[config.mk]
export PLATFORM = sky130hd
export DESIGN_NAME = pc_line_table_encoder_flat
export DESIGN_NICKNAME = d
export VERILOG_FILES = /design/src/sv/plte_pkg.sv /design/src/sv/plte_chan_if.sv /design/src/sv/pc_line_table_encoder.sv /design/src/sv/plte_useq.sv /design/src/sv/plte_datapath.sv /design/src/flat_wrapper.sv
export SDC_FILE = /design/constraint.sdc
export NUM_CORES = 1
export LEC_CHECK = 0
export ABC_AREA = 0
export ABC_CLOCK_PERIOD_IN_PS = 4500
export BUFFER_PORTS_ARGS = -buffer_cell sky130_fd_sc_hd__clkbuf_2
export CAP_MARGIN = 20
export CORE_ASPECT_RATIO = 0.5
export CORE_UTILIZATION = 55
export CTS_CLUSTER_SIZE = 12
export DETAILED_ROUTE_END_ITERATION = 10
export GPL_TIMING_DRIVEN = 0
export PLACE_DENSITY = 0.73
export SYNTH_ARGS = -nofsm -noshare
export SYNTH_HDL_FRONTEND = slang
export SYNTH_SLANG_ARGS = --single-unit
[constraint.sdc]
create_clock -name clk -period 4.5 [get_ports clk]
set_clock_uncertainty 0.05 [all_clocks]
set_input_delay 0.9 -clock clk [delete_from_list [all_inputs] [get_ports clk]]
set_output_delay 0.9 -clock clk [all_outputs]
set_load 0.03 [all_outputs]
[src/sv/plte_pkg.sv]
// Shared types, constants and the microcode table of the pc/line table encoder.
package plte_pkg;

	localparam int MAX_GAP_BYTES_DEF = 59;
	localparam int PC_QUANTUM = 4;
	localparam int GAP_STEP = 127;
	localparam int GAP_BASE = 128;
	localparam int LINE_SHORT = 64;
	localparam logic [7:0] LONG_MARK = 8'd0;
	localparam logic [7:0] PAD_BYTE = 8'd129;

	localparam int STEP_W = 4;

	// program steps
	localparam logic [STEP_W-1:0] S_FETCH  = 4'd0;
	localparam logic [STEP_W-1:0] S_DECODE = 4'd1;
	localparam logic [STEP_W-1:0] S_CHECK  = 4'd2;
	localparam logic [STEP_W-1:0] S_UPDATE = 4'd3;
	localparam logic [STEP_W-1:0] S_GAP    = 4'd4;
	localparam logic [STEP_W-1:0] S_LINE   = 4'd5;
	localparam logic [STEP_W-1:0] S_LONG   = 4'd6;
	localparam logic [STEP_W-1:0] S_RET    = 4'd7;
	localparam logic [STEP_W-1:0] S_PADCHK = 4'd8;
	localparam logic [STEP_W-1:0] S_PAD    = 4'd9;

	// byte sources
	localparam logic [1:0] B_GAP  = 2'd0;
	localparam logic [1:0] B_LINE = 2'd1;
	localparam logic [1:0] B_LONG = 2'd2;
	localparam logic [1:0] B_PAD  = 2'd3;

	// jump conditions
	localparam logic [3:0] C_ALWAYS    = 4'd0;
	localparam logic [3:0] C_NO_ACCEPT = 4'd1;
	localparam logic [3:0] C_FINISH    = 4'd2;
	localparam logic [3:0] C_SKIP      = 4'd3;
	localparam logic [3:0] C_GAP_ZERO  = 4'd4;
	localparam logic [3:0] C_GAP_MORE  = 4'd5;
	localparam logic [3:0] C_SHORT     = 4'd6;
	localparam logic [3:0] C_LONG_MORE = 4'd7;
	localparam logic [3:0] C_EVEN      = 4'd8;

	typedef struct packed {
		logic              op;
		logic [31:0]       pc;
		logic [30:0]       line;
		logic              pseudo;
	} in_item_t;

	typedef struct packed {
		logic [7:0] code_byte;
		logic       last;
		logic       gap_error;
	} out_item_t;

	typedef struct packed {
		logic              fetch;
		logic              dec;
		logic              upd;
		logic              emit;
		logic [1:0]        bsel;
		logic [3:0]        cond;
		logic [STEP_W-1:0] target;
	} ctrl_t;

	typedef struct packed {
		ctrl_t ctl;
		logic  fire;
	} seq_t;

	typedef struct packed {
		logic accept;
		logic finish;
		logic skip;
		logic gap_zero;
		logic gap_more;
		logic short_delta;
		logic long_more;
		logic even;
		logic emit_ok;
	} stat_t;

	function automatic ctrl_t cw(input logic fetch, input logic dec, input logic upd,
			input logic emit, input logic [1:0] bsel, input logic [3:0] cond,
			input logic [STEP_W-1:0] target);
		ctrl_t c;
		c.fetch  = fetch;
		c.dec    = dec;
		c.upd    = upd;
		c.emit   = emit;
		c.bsel   = bsel;
		c.cond   = cond;
		c.target = target;
		return c;
	endfunction

	// microcode: a taken condition jumps to target, otherwise the next step
	function automatic ctrl_t useq_rom(input logic [STEP_W-1:0] step);
		ctrl_t c;
		case (step)
			S_FETCH:  c = cw(1'b1, 1'b0, 1'b0, 1'b0, B_GAP,  C_NO_ACCEPT, S_FETCH);
			S_DECODE: c = cw(1'b0, 1'b1, 1'b0, 1'b0, B_GAP,  C_FINISH,    S_PADCHK);
			S_CHECK:  c = cw(1'b0, 1'b0, 1'b0, 1'b0, B_GAP,  C_SKIP,      S_FETCH);
			S_UPDATE: c = cw(1'b0, 1'b0, 1'b1, 1'b0, B_GAP,  C_GAP_ZERO,  S_LINE);
			S_GAP:    c = cw(1'b0, 1'b0, 1'b0, 1'b1, B_GAP,  C_GAP_MORE,  S_GAP);
			S_LINE:   c = cw(1'b0, 1'b0, 1'b0, 1'b1, B_LINE, C_SHORT,     S_FETCH);
			S_LONG:   c = cw(1'b0, 1'b0, 1'b0, 1'b1, B_LONG, C_LONG_MORE, S_LONG);
			S_RET:    c = cw(1'b0, 1'b0, 1'b0, 1'b0, B_GAP,  C_ALWAYS,    S_FETCH);
			S_PADCHK: c = cw(1'b0, 1'b0, 1'b0, 1'b0, B_GAP,  C_EVEN,      S_FETCH);
			S_PAD:    c = cw(1'b0, 1'b0, 1'b0, 1'b1, B_PAD,  C_ALWAYS,    S_FETCH);
			default:  c = cw(1'b0, 1'b0, 1'b0, 1'b0, B_GAP,  C_ALWAYS,    S_FETCH);
		endcase
		return c;
	endfunction

endpackage

[src/sv/plte_chan_if.sv]
// Valid/ready channel interface carrying one payload item.
interface plte_chan_if #(parameter type T = logic);
	logic valid;
	logic ready;
	T     data;

	modport source (output valid, output data, input ready);
	modport sink (input valid, input data, output ready);
endinterface

[src/sv/pc_line_table_encoder.sv]
// Top level of the pc/line table encoder: sequencer plus datapath.
// Takes one item at a time and emits one table byte per cycle at most. A record costs
// four control steps (fetch, decode, skip check, state update), plus an emitting step for
// each pc gap byte and each line byte: a long line delta adds four delta bytes and a return
// step, a skipped record ends after the skip check, and a finish item is fetched, decoded
// and gets a pad step only on odd length. A stalled output holds the current step. Writes to
// text_base load the previous pc at once and are taken in any cycle.
module pc_line_table_encoder import plte_pkg::*; #(
	parameter int MAX_GAP_BYTES = MAX_GAP_BYTES_DEF
) (
	input logic           clk,
	input logic           arst_n,
	plte_chan_if.sink     in_ch,
	plte_chan_if.source   out_ch,
	plte_chan_if.sink     cfg_ch
);

	seq_t  seq;
	stat_t stat;

	plte_useq u_useq (
		.clk    (clk),
		.arst_n (arst_n),
		.stat   (stat),
		.seq    (seq)
	);

	plte_datapath #(
		.MAX_GAP_BYTES (MAX_GAP_BYTES)
	) u_datapath (
		.clk       (clk),
		.arst_n    (arst_n),
		.seq       (seq),
		.stat      (stat),
		.in_valid  (in_ch.valid),
		.in_ready  (in_ch.ready),
		.in_data   (in_ch.data),
		.out_valid (out_ch.valid),
		.out_ready (out_ch.ready),
		.out_data  (out_ch.data),
		.cfg_valid (cfg_ch.valid),
		.cfg_ready (cfg_ch.ready),
		.cfg_data  (cfg_ch.data)
	);

endmodule

[src/sv/plte_useq.sv]
// Microcode sequencer: step counter, control table and jump condition select.
module plte_useq import plte_pkg::*; (
	input  logic  clk,
	input  logic  arst_n,
	input  stat_t stat,
	output seq_t  seq
);

	logic [STEP_W-1:0] step_q;
	ctrl_t             ctl;
	logic              take;
	logic              fire;

	assign ctl = useq_rom(step_q);
	// an emitting step waits for room in the output register
	assign fire = !ctl.emit || stat.emit_ok;

	always_comb begin
		case (ctl.cond)
			C_ALWAYS:    take = 1'b1;
			C_NO_ACCEPT: take = !stat.accept;
			C_FINISH:    take = stat.finish;
			C_SKIP:      take = stat.skip;
			C_GAP_ZERO:  take = stat.gap_zero;
			C_GAP_MORE:  take = stat.gap_more;
			C_SHORT:     take = stat.short_delta;
			C_LONG_MORE: take = stat.long_more;
			C_EVEN:      take = stat.even;
			default:     take = 1'b0;
		endcase
	end

	always_ff @(posedge clk or negedge arst_n) begin
		if (!arst_n) begin
			step_q <= S_FETCH;
		end else if (fire) begin
			step_q <= take ? ctl.target : step_q + STEP_W'(1);
		end
	end

	assign seq.ctl  = ctl;
	assign seq.fire = fire;

endmodule

[src/sv/plte_datapath.sv]
// Datapath: input latch, gap and line delta decode, byte source mux, output register.
module plte_datapath import plte_pkg::*; #(
	parameter int MAX_GAP_BYTES = MAX_GAP_BYTES_DEF
) (
	input  logic        clk,
	input  logic        arst_n,
	input  seq_t        seq,
	output stat_t       stat,
	input  logic        in_valid,
	output logic        in_ready,
	input  in_item_t    in_data,
	output logic        out_valid,
	input  logic        out_ready,
	output out_item_t   out_data,
	input  logic        cfg_valid,
	output logic        cfg_ready,
	input  logic [31:0] cfg_data
);

	localparam int GAP_LIMIT = MAX_GAP_BYTES * GAP_STEP;
	localparam int UW = $clog2(GAP_LIMIT + 1);

	ctrl_t ctl;
	assign ctl = seq.ctl;

	// latched input item
	logic        op_q;
	logic [31:0] pc_q;
	logic [30:0] line_q;
	logic        pseudo_q;

	// table state
	logic [31:0] prev_pc_q;
	logic [31:0] prev_line_q;
	logic        odd_q;

	// per-record work registers
	logic [UW-1:0] units_q;
	logic          err_q;
	logic          skip_q;
	logic          short_q;
	logic [7:0]    sbyte_q;
	logic [31:0]   delta_q;
	logic [1:0]    cnt_q;

	logic      out_valid_q;
	out_item_t out_q;

	logic        accept;
	logic [32:0] diff;
	logic [29:0] units_w;
	logic        dec_err;
	logic [31:0] delta_w;
	logic        pos_w;
	logic        neg_w;
	logic [7:0]  sbyte_w;
	logic        skip_w;
	logic        emit_ok;
	logic        emit_fire;
	out_item_t   byte_w;
	logic        gap_big;

	assign in_ready  = ctl.fetch;
	assign accept    = in_valid && in_ready;
	assign cfg_ready = 1'b1;

	always_ff @(posedge clk) begin
		if (accept) begin
			op_q     <= in_data.op;
			pc_q     <= in_data.pc;
			line_q   <= in_data.line;
			pseudo_q <= in_data.pseudo;
		end
	end

	// gap is taken unwrapped: bit 32 marks a negative gap
	assign diff    = {1'b0, pc_q} - {1'b0, prev_pc_q};
	assign units_w = diff[31:2];
	assign dec_err = diff[32] || (units_w > 30'(GAP_LIMIT));

	assign delta_w = {1'b0, line_q} - prev_line_q;
	assign pos_w   = (delta_w[31:7] == 25'd0) && (delta_w[6:0] != 7'd0)
		&& (delta_w[6:0] <= 7'(LINE_SHORT));
	assign neg_w   = &delta_w[31:6];
	assign sbyte_w = pos_w ? delta_w[7:0] : 8'(LINE_SHORT) - delta_w[7:0];
	assign skip_w  = pseudo_q || ({1'b0, line_q} == prev_line_q);

	assign gap_big   = units_q > UW'(GAP_STEP);
	assign emit_ok   = !out_valid_q || out_ready;
	assign emit_fire = seq.fire && ctl.emit;

	always_ff @(posedge clk or negedge arst_n) begin
		if (!arst_n) begin
			units_q <= '0;
			cnt_q   <= 2'd0;
		end else if (seq.fire && ctl.dec) begin
			units_q <= dec_err ? '0 : units_w[UW-1:0];
			cnt_q   <= 2'd0;
		end else if (emit_fire && ctl.bsel == B_GAP) begin
			units_q <= gap_big ? units_q - UW'(GAP_STEP) : '0;
		end else if (emit_fire && ctl.bsel == B_LONG) begin
			cnt_q <= cnt_q + 2'd1;
		end
	end

	always_ff @(posedge clk) begin
		if (seq.fire && ctl.dec) begin
			err_q   <= dec_err;
			skip_q  <= skip_w;
			short_q <= pos_w || neg_w;
			sbyte_q <= sbyte_w;
			delta_q <= delta_w;
		end else if (emit_fire && ctl.bsel == B_LONG) begin
			delta_q <= {delta_q[23:0], 8'd0};
		end
	end

	always_ff @(posedge clk or negedge arst_n) begin
		if (!arst_n) begin
			prev_pc_q   <= 32'd0;
			prev_line_q <= 32'd0;
		end else if (cfg_valid && cfg_ready) begin
			prev_pc_q <= cfg_data;
		end else if (seq.fire && ctl.upd) begin
			prev_pc_q   <= pc_q + 32'(PC_QUANTUM);
			prev_line_q <= {1'b0, line_q};
		end
	end

	always_comb begin
		byte_w.gap_error = err_q;
		case (ctl.bsel)
			B_GAP: begin
				byte_w.code_byte = gap_big ? 8'd255 : {1'b1, units_q[6:0]};
				byte_w.last      = 1'b0;
			end
			B_LINE: begin
				byte_w.code_byte = short_q ? sbyte_q : LONG_MARK;
				byte_w.last      = short_q;
			end
			B_LONG: begin
				byte_w.code_byte = delta_q[31:24];
				byte_w.last      = (cnt_q == 2'd3);
			end
			B_PAD: begin
				byte_w.code_byte = PAD_BYTE;
				byte_w.last      = 1'b1;
				byte_w.gap_error = 1'b0;
			end
			default: begin
				byte_w.code_byte = PAD_BYTE;
				byte_w.last      = 1'b1;
				byte_w.gap_error = 1'b0;
			end
		endcase
	end

	always_ff @(posedge clk or negedge arst_n) begin
		if (!arst_n) begin
			out_valid_q <= 1'b0;
			odd_q       <= 1'b0;
		end else if (emit_fire) begin
			out_valid_q <= 1'b1;
			odd_q       <= !odd_q;
		end else if (out_ready) begin
			out_valid_q <= 1'b0;
		end
	end

	always_ff @(posedge clk) begin
		if (emit_fire) begin
			out_q <= byte_w;
		end
	end

	assign out_valid = out_valid_q;
	assign out_data  = out_q;

	assign stat.accept      = accept;
	assign stat.finish      = op_q;
	assign stat.skip        = skip_q;
	assign stat.gap_zero    = (units_q == '0);
	assign stat.gap_more    = gap_big;
	assign stat.short_delta = short_q;
	assign stat.long_more   = (cnt_q != 2'd3);
	assign stat.even        = !odd_q;
	assign stat.emit_ok     = emit_ok;

	a_err_no_units: assert property (@(posedge clk) disable iff (!arst_n)
		seq.fire && ctl.dec && dec_err |=> units_q == '0)
		else $error("gap error left pc units pending");

	a_units_range: assert property (@(posedge clk) disable iff (!arst_n)
		units_q <= UW'(GAP_LIMIT))
		else $error("pc units above encodable limit");

	a_gap_nonzero: assert property (@(posedge clk) disable iff (!arst_n)
		ctl.emit && ctl.bsel == B_GAP |-> units_q != '0)
		else $error("gap byte emitted with no units left");

	a_parity: assert property (@(posedge clk) disable iff (!arst_n)
		emit_fire |=> odd_q != $past(odd_q))
		else $error("length parity missed an emitted byte");

	a_emit_room: assert property (@(posedge clk) disable iff (!arst_n)
		emit_fire |-> emit_ok)
		else $error("byte loaded over an untaken result");

endmodule

[src/flat_wrapper.sv]
// flat-port wrapper written by rule: the top's interface ports become plain ports
module pc_line_table_encoder_flat import plte_pkg::*;
#(
	parameter int MAX_GAP_BYTES = MAX_GAP_BYTES_DEF
)
  (clk, arst_n, in_ch_valid, in_ch_data, in_ch_ready, out_ch_valid, out_ch_data, out_ch_ready, cfg_ch_valid, cfg_ch_data, cfg_ch_ready);
  plte_chan_if #(.T(in_item_t)) in_ch_i ();
  plte_chan_if #(.T(out_item_t)) out_ch_i ();
  plte_chan_if #(.T(logic [31:0])) cfg_ch_i ();
  input logic clk;
  input logic arst_n;
  input wire logic [$bits(in_ch_i.valid)-1:0] in_ch_valid;
  input wire logic [$bits(in_ch_i.data)-1:0] in_ch_data;
  output wire logic [$bits(in_ch_i.ready)-1:0] in_ch_ready;
  output wire logic [$bits(out_ch_i.valid)-1:0] out_ch_valid;
  output wire logic [$bits(out_ch_i.data)-1:0] out_ch_data;
  input wire logic [$bits(out_ch_i.ready)-1:0] out_ch_ready;
  input wire logic [$bits(cfg_ch_i.valid)-1:0] cfg_ch_valid;
  input wire logic [$bits(cfg_ch_i.data)-1:0] cfg_ch_data;
  output wire logic [$bits(cfg_ch_i.ready)-1:0] cfg_ch_ready;
  assign in_ch_i.valid = in_ch_valid;
  assign in_ch_i.data = in_ch_data;
  assign in_ch_ready = in_ch_i.ready;
  assign out_ch_valid = out_ch_i.valid;
  assign out_ch_data = out_ch_i.data;
  assign out_ch_i.ready = out_ch_ready;
  assign cfg_ch_i.valid = cfg_ch_valid;
  assign cfg_ch_i.data = cfg_ch_data;
  assign cfg_ch_ready = cfg_ch_i.ready;
  pc_line_table_encoder #(.MAX_GAP_BYTES(MAX_GAP_BYTES)) u_core (.clk(clk), .arst_n(arst_n), .in_ch(in_ch_i), .out_ch(out_ch_i), .cfg_ch(cfg_ch_i));
endmodule
==> results.txt, run 1 <==
The mean area per synthesized cell is 8.99 um2. The endpoint required time on the critical path came out at 4830 ps. Excluding fillers, the count of instances in the completed layout stands at 1941. The number of port buffers came out at 112. For this design, the slowest cell found on the critical path is sky130_fd_sc_hd__a221oi_4.

The largest driver fanout on the critical path came out at 7. The number of primary I/O pins is 115. For this run, the top clock speed supported by timing is 0.241 GHz. The cell count after placement is 1902. The first global-routing pass estimated 57.5 mm of wire.

The commonest cells after synthesis are 223 x sky130_fd_sc_hd__nand2_1, 174 x sky130_fd_sc_hd__o21ai_0, 118 x sky130_fd_sc_hd__edfxtp_1, 104 x sky130_fd_sc_hd__a21oi_1, 92 x sky130_fd_sc_hd__inv_1. The share of the synthesized area in the top cell type came out at 0.266. The number of design-rule violations left by the first detailed-router iteration is 943. The hold violation count in the final report is 0. Relative to the synthesized area, the layout overhead comes to 12.6%. The worst hold path belongs to the class input pin to async pin.

The count of different cell masters after synthesis came out at 87. The signal on the critical path passes through inv_1 > ha_1 > inv_1 > fa_1 > a21o_1 > a221o_1 > buf_2 > a221oi_4 > o21ai_0 > xnor2_2 > o2111ai_1 > nor4_1 > nand3_1 > nor4b_1 > a41o_1. The average via count per standard cell came out at 5.99. The maximum vdd ir drop came out at 0.449 mV. In this run the number of H-tree levels came out at 1. The number of detailed-routing iterations run before antenna repair is 5. The sequential share of power is 0.284.

At the end of routability-driven placement, the weighted congestion stood at 0.924. The internal power component came out at 5.74 mW. The critical setup path kind is flip-flop to flip-flop. The top cell type by total area after synthesis is sky130_fd_sc_hd__edfxtp_1. The post-synthesis async set-or-reset flop share is 0.416. The final number of setup-violating endpoints came out at 0. The initial antenna violation count came out at 0. The total global-route track usage is 0.287. On the final layout, the worst hold slack is 288 ps. The run finished with clean final reports.

The clock drives 202 sinks. The floorplan core area is 23300 um2. Of the available clock period, the critical path in the final layout requires 0.923. Summed over all cells, the static leakage comes to 6.25 nW. The TritonCTS clock tree is built. The overall via count from detail_route is 11600. The final number of max-transition violations is 0.

The cell sitting at the root of the clock tree is a sky130_fd_sc_hd__clkbuf_16. The total net switching power is 4.88 mW. Summing every instance area after synthesis gives 13300 um2. The critical path ends at u_core.u_datapath.short_q$_DFFE_PP_. The clock slew at the register clock pins of the worst setup and hold paths is 60 ps. The net count of the finished layout is 1797. The switching fraction of total power came out at 0.460. The fraction of power consumed by combinational cells is 0.564.

The gate count of the mapped netlist came out at 1480. The worst setup path is launched from a flip-flop. By area the synthesized netlist is led by sky130_fd_sc_hd__edfxtp_1 27%, sky130_fd_sc_hd__dfrtp_1 16%, sky130_fd_sc_hd__ha_1 7.0%. The depth of the most critical reg-to-reg path is 15. The die outline area came out at 24900 um2. The initial cell density of the core is 0.572. Yosys mapped a number of flops with a built-in enable equal to 118. The clock latency of the later-clocked register in the worst-skew pair is 520 ps. The max-capacitance violation count came out at 0. The worst stage delay on the critical path is 410 ps. The combined buffer and inverter count along the critical path is 3. The number of buffers added by the clock tree synthesis step is 21.

Counting along the longest clock path gives a buffer depth of 3. The worst slew slack as a fraction of its limit is 0.320. In this run the number of cells on the critical path is 15. The share of the Yosys chip area taken by registers is 0.424. In this run the critical register-to-register path is launched from u_core.u_datapath.line_q[0]$_DFFE_PP_. In the synthesized netlist the dominant register cell turns out to be sky130_fd_sc_hd__edfxtp_1. Entering global routing, the biggest net connects 60 pins. The number of global-route vias before repair came to 11300. The post-detailed-route count of antenna-violating nets came out at 0. The net count of the mapped netlist came out at 1657.

The most numerous cell type found on the critical path is sky130_fd_sc_hd__inv_1. The synthesized design contains 202 register bits. The endpoint identified for the worst register-to-register timing path is u_core.u_datapath.short_q$_DFFE_PP_. The number of warnings issued by yosys came out at 0. Of the total power, the clock network draws 0.152. The total congestion overflow after global routing came out at 0. The share of final-layout standard cells stronger than drive strength 1 came out at 0.122. After legalization and detailed placement, the total HPWL measured 26.6 mm. The post-layout minimum cycle time is 4160 ps. Wires add up to 35.2 mm. The slew at the pin closest to its max-slew limit came out at 1020 ps.

The initialized floorplan defines 39 standard-cell rows. The hold-fix buffer count after cts is 0. The die span in x came out at 222 um. The die extent in y is 112 um. The worst setup path is captured at a flip-flop. Grouping stages by cell kind, the critical path spends the most delay in compound AO/OA/AOI/OAI gates.

The arrival time reported for the critical path endpoint is 4480 ps. The number of filler instances in the final layout is 2017. The slack of the worst reg-to-reg path came out at 340 ps. The most common cell in the synthesized netlist is sky130_fd_sc_hd__nand2_1.

The final routed wire length divided by cell count came out at 18.1 um. The number of antenna diodes in the final layout is 0. In this run the worst setup path begins at u_core.u_datapath.line_q[0]$_DFFE_PP_. In the routed design, unresolved DRC markers number 0. The power per standard cell area came out at 709 nW/um2. Setup repair after global routing left no endpoint under its margin.
[cells in the final DEF (no fill, tap or decap), types with 9 or more instances in the layout]
master,Yosys,routed
sky130_fd_sc_hd__o21a_1,14,14
sky130_fd_sc_hd__inv_1,92,92
sky130_fd_sc_hd__xnor2_1,45,43
sky130_fd_sc_hd__a21o_1,35,35
sky130_fd_sc_hd__clkbuf_16,0,21
sky130_fd_sc_hd__clkbuf_1,55,65
sky130_fd_sc_hd__a21oi_1,104,104
sky130_fd_sc_hd__nand4_1,27,27
sky130_fd_sc_hd__buf_2,9,9
sky130_fd_sc_hd__nor2_1,73,73
sky130_fd_sc_hd__nand2_1,223,222
sky130_fd_sc_hd__o211ai_1,12,12
sky130_fd_sc_hd__clkbuf_2,2,114
sky130_fd_sc_hd__or3_1,9,9
sky130_fd_sc_hd__dfrtp_1,84,84
sky130_fd_sc_hd__nor2b_1,10,10
sky130_fd_sc_hd__nand2b_1,14,14
sky130_fd_sc_hd__mux2i_1,12,12
sky130_fd_sc_hd__nand3_1,37,37
sky130_fd_sc_hd__nor3_1,31,31
sky130_fd_sc_hd__and3_1,16,16
sky130_fd_sc_hd__ha_1,74,74
sky130_fd_sc_hd__o21ai_0,174,173
sky130_fd_sc_hd__nor4_1,13,13
sky130_fd_sc_hd__and2_1,10,9
sky130_fd_sc_hd__edfxtp_1,118,118
sky130_fd_sc_hd__xor2_1,27,27
[state kept, by name, summed over array words and instances (netlist names)]
name	count
u_core.u_datapath.delta_q	32
u_core.u_datapath.odd_q	1
u_core.u_datapath.prev_line_q	31
u_core.u_datapath.short_q	1
u_core.u_datapath.units_q	13
u_core.u_datapath.out_data	10
u_core.u_useq.step_q	4
u_core.u_datapath.sbyte_q	8
u_core.u_datapath.err_q	1
u_core.u_datapath.op_q	1
u_core.u_datapath.cnt_q	2
u_core.u_datapath.skip_q	1
u_core.u_datapath.pc_q	32
u_core.u_datapath.out_valid	1
u_core.u_datapath.line_q	31
u_core.u_datapath.prev_pc_q	32
u_core.u_datapath.pseudo_q	1
[cell families (layout without fill, tap and decap cells)]
logic type	count (synthesis)	in the layout	share of synthesized area
adder cells (fa/ha/maj)	75	75	0.0711
other	1	1	0.000282
XOR/XNOR	72	72	0.0474
multiplexers	19	19	0.0158
AO/OA/AOI/OAI	451	451	0.215
AND/OR/NAND/NOR	494	494	0.175
flip-flops	202	202	0.424
buffers and inverters	166	320	0.0510
[layer usage]
| metal | vias to the layer above | routed length (um) | track usage |
|---|---|---|---|
| li1 | 5634 | - | - |
| met1 | 5598 | 15900 | 0.387 |
| met2 | 342 | 16500 | 0.484 |
| met3 | 54 | 1840 | 0.0406 |
| met4 | 0 | 923 | 0.0866 |
| met5 | - | 0 | 0 |
[worst min path at each step]
stage / endpoint / depth (start not counted) / slack (ps) / start
5_1_grt: u_core.u_datapath.prev_line_q[19]$_DFFE_PN0P_ / 1 / 300 / arst_n
6_report: u_core.u_datapath.prev_line_q[19]$_DFFE_PN0P_ / 1 / 290 / arst_n
2_1_floorplan: u_core.u_datapath.odd_q$_DFFE_PN0P_ / 1 / 390 / u_core.u_datapath.odd_q$_DFFE_PN0P_
3_3_place_gp: u_core.u_datapath.odd_q$_DFFE_PN0P_ / 1 / 410 / u_core.u_datapath.odd_q$_DFFE_PN0P_
4_1_cts: u_core.u_datapath.prev_line_q[26]$_DFFE_PN0P_ / 1 / 290 / arst_n
3_5_place_dp: u_core.u_datapath.units_q[11]$_DFFE_PN0P_ / 2 / 430 / u_core.u_datapath.units_q[11]$_DFFE_PN0P_
[worst register-to-register path, cell delays in order (launching register included)]
cell	delay [ps]
sky130_fd_sc_hd__edfxtp_1	380
sky130_fd_sc_hd__inv_1	70
sky130_fd_sc_hd__ha_1	170
sky130_fd_sc_hd__inv_1	60
sky130_fd_sc_hd__fa_1	390
sky130_fd_sc_hd__a21o_1	190
sky130_fd_sc_hd__a221o_1	300
sky130_fd_sc_hd__buf_2	190
sky130_fd_sc_hd__a221oi_4	410
sky130_fd_sc_hd__o21ai_0	210
sky130_fd_sc_hd__xnor2_2	320
sky130_fd_sc_hd__o2111ai_1	160
sky130_fd_sc_hd__nor4_1	390
sky130_fd_sc_hd__nand3_1	140
sky130_fd_sc_hd__nor4b_1	410
sky130_fd_sc_hd__a41o_1	180
[power groups by stage]
stage	logic [mW]	registers (mW)	clock network [mW]
floorplan	4.21	3.03	0
global placement	5.65	3.06	0
detailed placement	5.83	3.04	0
CTS	5.87	3.01	1.66
global route	6.61	3.07	1.72
finish	5.99	3.01	1.62
[metrics by stage]
stage                     area, um2  TNS (ps)   util  total power, mW  worst slack, ps
final                         15000         0  0.644             10.6              345
after global routing          15000         0  0.644             11.4             54.8
after CTS                     14900         0  0.642             10.5              194
after detailed placement      14300      -395  0.616             8.87            -21.0
after global placement        14300     -9550  0.612             8.71             -593
after floorplan               13300         0      -             7.23              185
[area by class of cell]
type,instances,area (um2),share of cell area
inverters,92,345,0.0230
multi-input cells,1112,7020,0.468
clock buffers,34,594,0.0397
flip-flops and latches,202,5650,0.377
clock inverters,3,16.3,0.00109
repair buffers,117,653,0.0436
plain buffers,74,334,0.0223
well taps,307,384,0.0256
[timing repair]
item,in CTS,in global routing
setup endpoints to repair,19,27
setup buffers,0,1
pin swaps,0,1
gates resized for setup,1,6
Note: power is estimated with default switching activity, not from simulation.
==> run 2: changes to the inputs <==
Settings changed: ABC_CLOCK_PERIOD_IN_PS 4500 to 3600, PLACE_DENSITY 0.73 to 0.76.
Clock period 4.5 ns to 3.6 ns, I/O delays scaled along.
==> run 2 against run 1 <==
The flow now finishes with violations (setup timing). Wire length increased by 10%. Clock power increased by 35%. Register-to-register slack got worse by 520 ps. Sequential power increased by 26%. Die area unchanged. Flip-flop and latch count unchanged. Final area increased by 8.8%. Worst setup slack got worse by 520 ps. Maximum frequency increased by 10%. Hold slack got worse by 180 ps. Cell count increased by 2.4%. Critical path type unchanged.
==> results.txt, run 2 (synthesis gave the netlist of run 1 again) <==
The maximum clock frequency was 0.265 GHz (was 0.241 GHz). The number of design-rule violations left by the first detailed-router iteration came out at 1201 (was 943). The placer congestion estimate is 0.939 (was 0.924). The final routed wire length divided by cell count is 19.5 um (was 18.1 um). The initial antenna violation count came out at 2 (was 0). The number of antenna diodes came out at 0 (unchanged). Ordered cell list for the critical path: inv_1 > ha_2 > inv_2 > fa_2 > a21o_1 > a221o_1 > buf_6 > a31oi_2 > nand3_4 > a211oi_2 > a21oi_4 > nor4_1 > nand4_1 > buf_6 > nor2b_4 > xnor2_1 (was inv_1 > ha_1 > inv_1 > fa_1 > a21o_1 > a221o_1 > buf_2 > a221oi_4 > o21ai_0 > xnor2_2 > o2111ai_1 > nor4_1 > nand3_1 > nor4b_1 > a41o_1). The library cell appearing most often on the critical path is sky130_fd_sc_hd__buf_6 (was sky130_fd_sc_hd__inv_1). The total leakage power came to 6.78 nW (was 6.25 nW). The worst slack after detailed placement came out at -737 ps (was -21.0 ps).

The worst slew slack as a fraction of its limit is 0.355 (was 0.320). The hold violation count in the final report came out at 0 (unchanged). The combined buffer and inverter count along the critical path came out at 4 (was 3).

The critical setup path kind is flip-flop to flip-flop (unchanged). The area of combinational cells with multiple inputs is 7830 um2 (was 7020 um2). The number of clock sinks came out at 202 (unchanged). The aggregate routed wire length came to 38.7 mm (was 35.2 mm).

The clock latency of the later-clocked register in the worst-skew pair is 530 ps (was 520 ps). The initial cell density of the core is 0.572 (unchanged). The worst stage delay on the critical path is 390 ps (was 410 ps). The number of filler instances in the final layout is 1806 (was 2017). The number of primary I/O pins was 115 (unchanged).

The max-capacitance violation count came out at 0 (unchanged). The worst min-delay path category is input pin to async pin (unchanged). Result of the run: finished, violations left (was completed). The average via count per standard cell was 6.17 (was 5.99).

The cell with the largest stage delay on the worst path is sky130_fd_sc_hd__edfxtp_1 (was sky130_fd_sc_hd__a221oi_4). The post-layout minimum cycle time came out at 3780 ps (was 4160 ps). The arrival time reported for the critical path endpoint is 4000 ps (was 4480 ps). The least setup slack across all paths after layout is -178 ps (was 345 ps). The total global-route track usage is 0.296 (was 0.287). The hold-fix buffer count after cts came out at 0 (unchanged).

The sequential cell area came out at 5650 um2 (unchanged). The critical path endpoint category was a flip-flop (unchanged). The floorplan core area is 23300 um2 (unchanged). The number of detailed-routing iterations run before antenna repair is 5 (unchanged). The slew at the pin closest to its max-slew limit came to 967 ps (was 1020 ps). The number of DRC violations after detailed routing came to 0 (unchanged). The overall power after layout is 14.8 mW (was 10.6 mW). The most common library cell in the layout ignoring fill and taps is sky130_fd_sc_hd__nand2_1 (unchanged). The final worst-path cycle share came out at 1.05 (was 0.923). The placed wire-length estimate after detailed placement came out at 26.6 mm (about the same). The checks that failed: setup timing.

The total congestion overflow after global routing came out at 0 (unchanged). The largest net degree at the start of global routing is 67 (was 60). The family with the most delay on the worst path is compound AO/OA/AOI/OAI gates (unchanged). RSZ-0062 raised after global routing: true (was false). The final number of setup-violating endpoints was 17 (was 0).

The maximum level of the CTS H-tree is 1 (unchanged). The TritonCTS clock tree is built (unchanged). The largest driver fanout on the critical path came out at 8 (was 7). The maximum vdd ir drop came to 0.489 mV (was 0.449 mV). The clock tree root buffer cell is sky130_fd_sc_hd__clkbuf_16 (unchanged). The sum of negative setup slack is -865 ps (was 0 ps). The share of final-layout standard cells stronger than drive strength 1 is 0.212 (was 0.122). The wire length of the first global-routing pass is 59.0 mm (was 57.5 mm).

The die outline area was 24900 um2 (unchanged). Largest registers: u_core.u_datapath.delta_q (32), u_core.u_datapath.pc_q (32), u_core.u_datapath.prev_pc_q (32) (unchanged). The number of global-route vias before repair is 11600 (was 11300). The largest buffer count on any clock path is 3 (unchanged).

The number of placement rows came out at 39 (unchanged). The post-detailed-route count of antenna-violating nets came out at 0 (unchanged). The clock slew at the register clock pins of the worst setup and hold paths was 70 ps (was 60 ps). The final number of max-transition violations was 0 (unchanged). The die extent in y came out at 112 um (unchanged).

The power per standard cell area is 908 nW/um2 (was 709 nW/um2). Leading cell types in the layout, fill and taps excluded: 217 x sky130_fd_sc_hd__nand2_1, 165 x sky130_fd_sc_hd__o21ai_0, 118 x sky130_fd_sc_hd__edfxtp_1 (was 222 x sky130_fd_sc_hd__nand2_1, 173 x sky130_fd_sc_hd__o21ai_0, 118 x sky130_fd_sc_hd__edfxtp_1). The overall via count from detail_route was 12300 (was 11600).

The number of port buffers came out at 112 (unchanged). The endpoint required time on the critical path was 3820 ps (was 4830 ps). The kind of start point of the critical path is a flip-flop (unchanged).

The die span in x is 222 um (unchanged). The area added between synthesis and finish came to 22.5% (was 12.6%). The final layout net count came out at 1841 (was 1797). The number of buffers added by the clock tree synthesis step came out at 22 (was 21).
==> run 2: changes by cell type in the layout (fill, tap and decap cells not counted), moves of 9 or more <==
| cell | delta |
|---|---|
| sky130_fd_sc_hd__xnor2_2 | +9 |
| sky130_fd_sc_hd__xnor2_1 | -10 |
| sky130_fd_sc_hd__buf_4 | +52 |
| sky130_fd_sc_hd__clkbuf_1 | -14 |
| sky130_fd_sc_hd__ha_1 | -23 |
| sky130_fd_sc_hd__ha_4 | +15 |
| sky130_fd_sc_hd__a21oi_1 | -10 |
==> run 2: cell type report <==
type,count,area share
tap,307,0.0236
timing repair buffer,174,0.0689
clock buffer,33,0.0363
clock inverter,7,0.00453
inverter,92,0.0212
sequential,202,0.346
multi-input combinational,1113,0.481
buffer,59,0.0187
==> run 2: worst paths after layout <==
kind | from | to | slack, ps | cells after the start
min reg2reg | u_core.u_datapath.odd_q$_DFFE_PN0P_ | u_core.u_datapath.odd_q$_DFFE_PN0P_ | 450 | 1
max in group asynchronous | arst_n | u_core.u_datapath.prev_pc_q[24]$_DFFE_PN0P_ | 2680 | 2
min in group clk | in_ch_data[1] | u_core.u_datapath.line_q[0]$_DFFE_PP_ | 310 | 1
max | u_core.u_datapath.line_q[0]$_DFFE_PP_ | u_core.u_datapath.sbyte_q[2]$_DFFE_PP_ | -180 | 16
min | arst_n | u_core.u_datapath.prev_line_q[20]$_DFFE_PN0P_ | 110 | 1
max reg2reg | u_core.u_datapath.line_q[0]$_DFFE_PP_ | u_core.u_datapath.sbyte_q[2]$_DFFE_PP_ | -180 | 16
==> run 2: repair_timing <==
item,CTS,global route
gates resized for setup,77,96
pin swaps,27,41
cloned,0,3
endpoints found under the setup margin,111,76
setup buffers,31,27
==> run 2: metal layers <==
metal / global-route usage / part of all wire
met1: 0.393 / 0.42
met2: 0.512 / 0.48
met3: 0.0443 / 0.071
met4: 0.0694 / 0.025
met5: 0 / 0.00023
==> run 2: metrics by stage <==
stage / hold WS (ps) / cells / cell area [um2] / util
after global routing: 121 / 1987 / 16300 / 0.700
final: 106 / 1987 / 16300 / 0.700
after global placement: 413 / 1899 / 14300 / 0.612
after floorplan: 374 / 1480 / 13300 / -
after detailed placement: 432 / 1901 / 14300 / 0.615
after CTS: 106 / 1963 / 15500 / 0.667
==> run 2: worst register-to-register path: cells and delay by family, from the launching register on <==
family,cells,cell delay (ps)
xor gates and xnor gates,1,120
buffers and inverters,4,450
DFF,1,390
and+or+nand+nor,4,810
AOI/OAI and AO/OA,5,1150
adders and majority gates,2,550
==> run 2: report_power, final <==
group | switching (mW) | total, mW | internal (mW)
Clock | 0.971 | 2.19 | 1.22
Sequential | 0.342 | 3.78 | 3.44
Combinational | 5.51 | 8.83 | 3.33
Total | 6.82 | 14.8 | 7.98
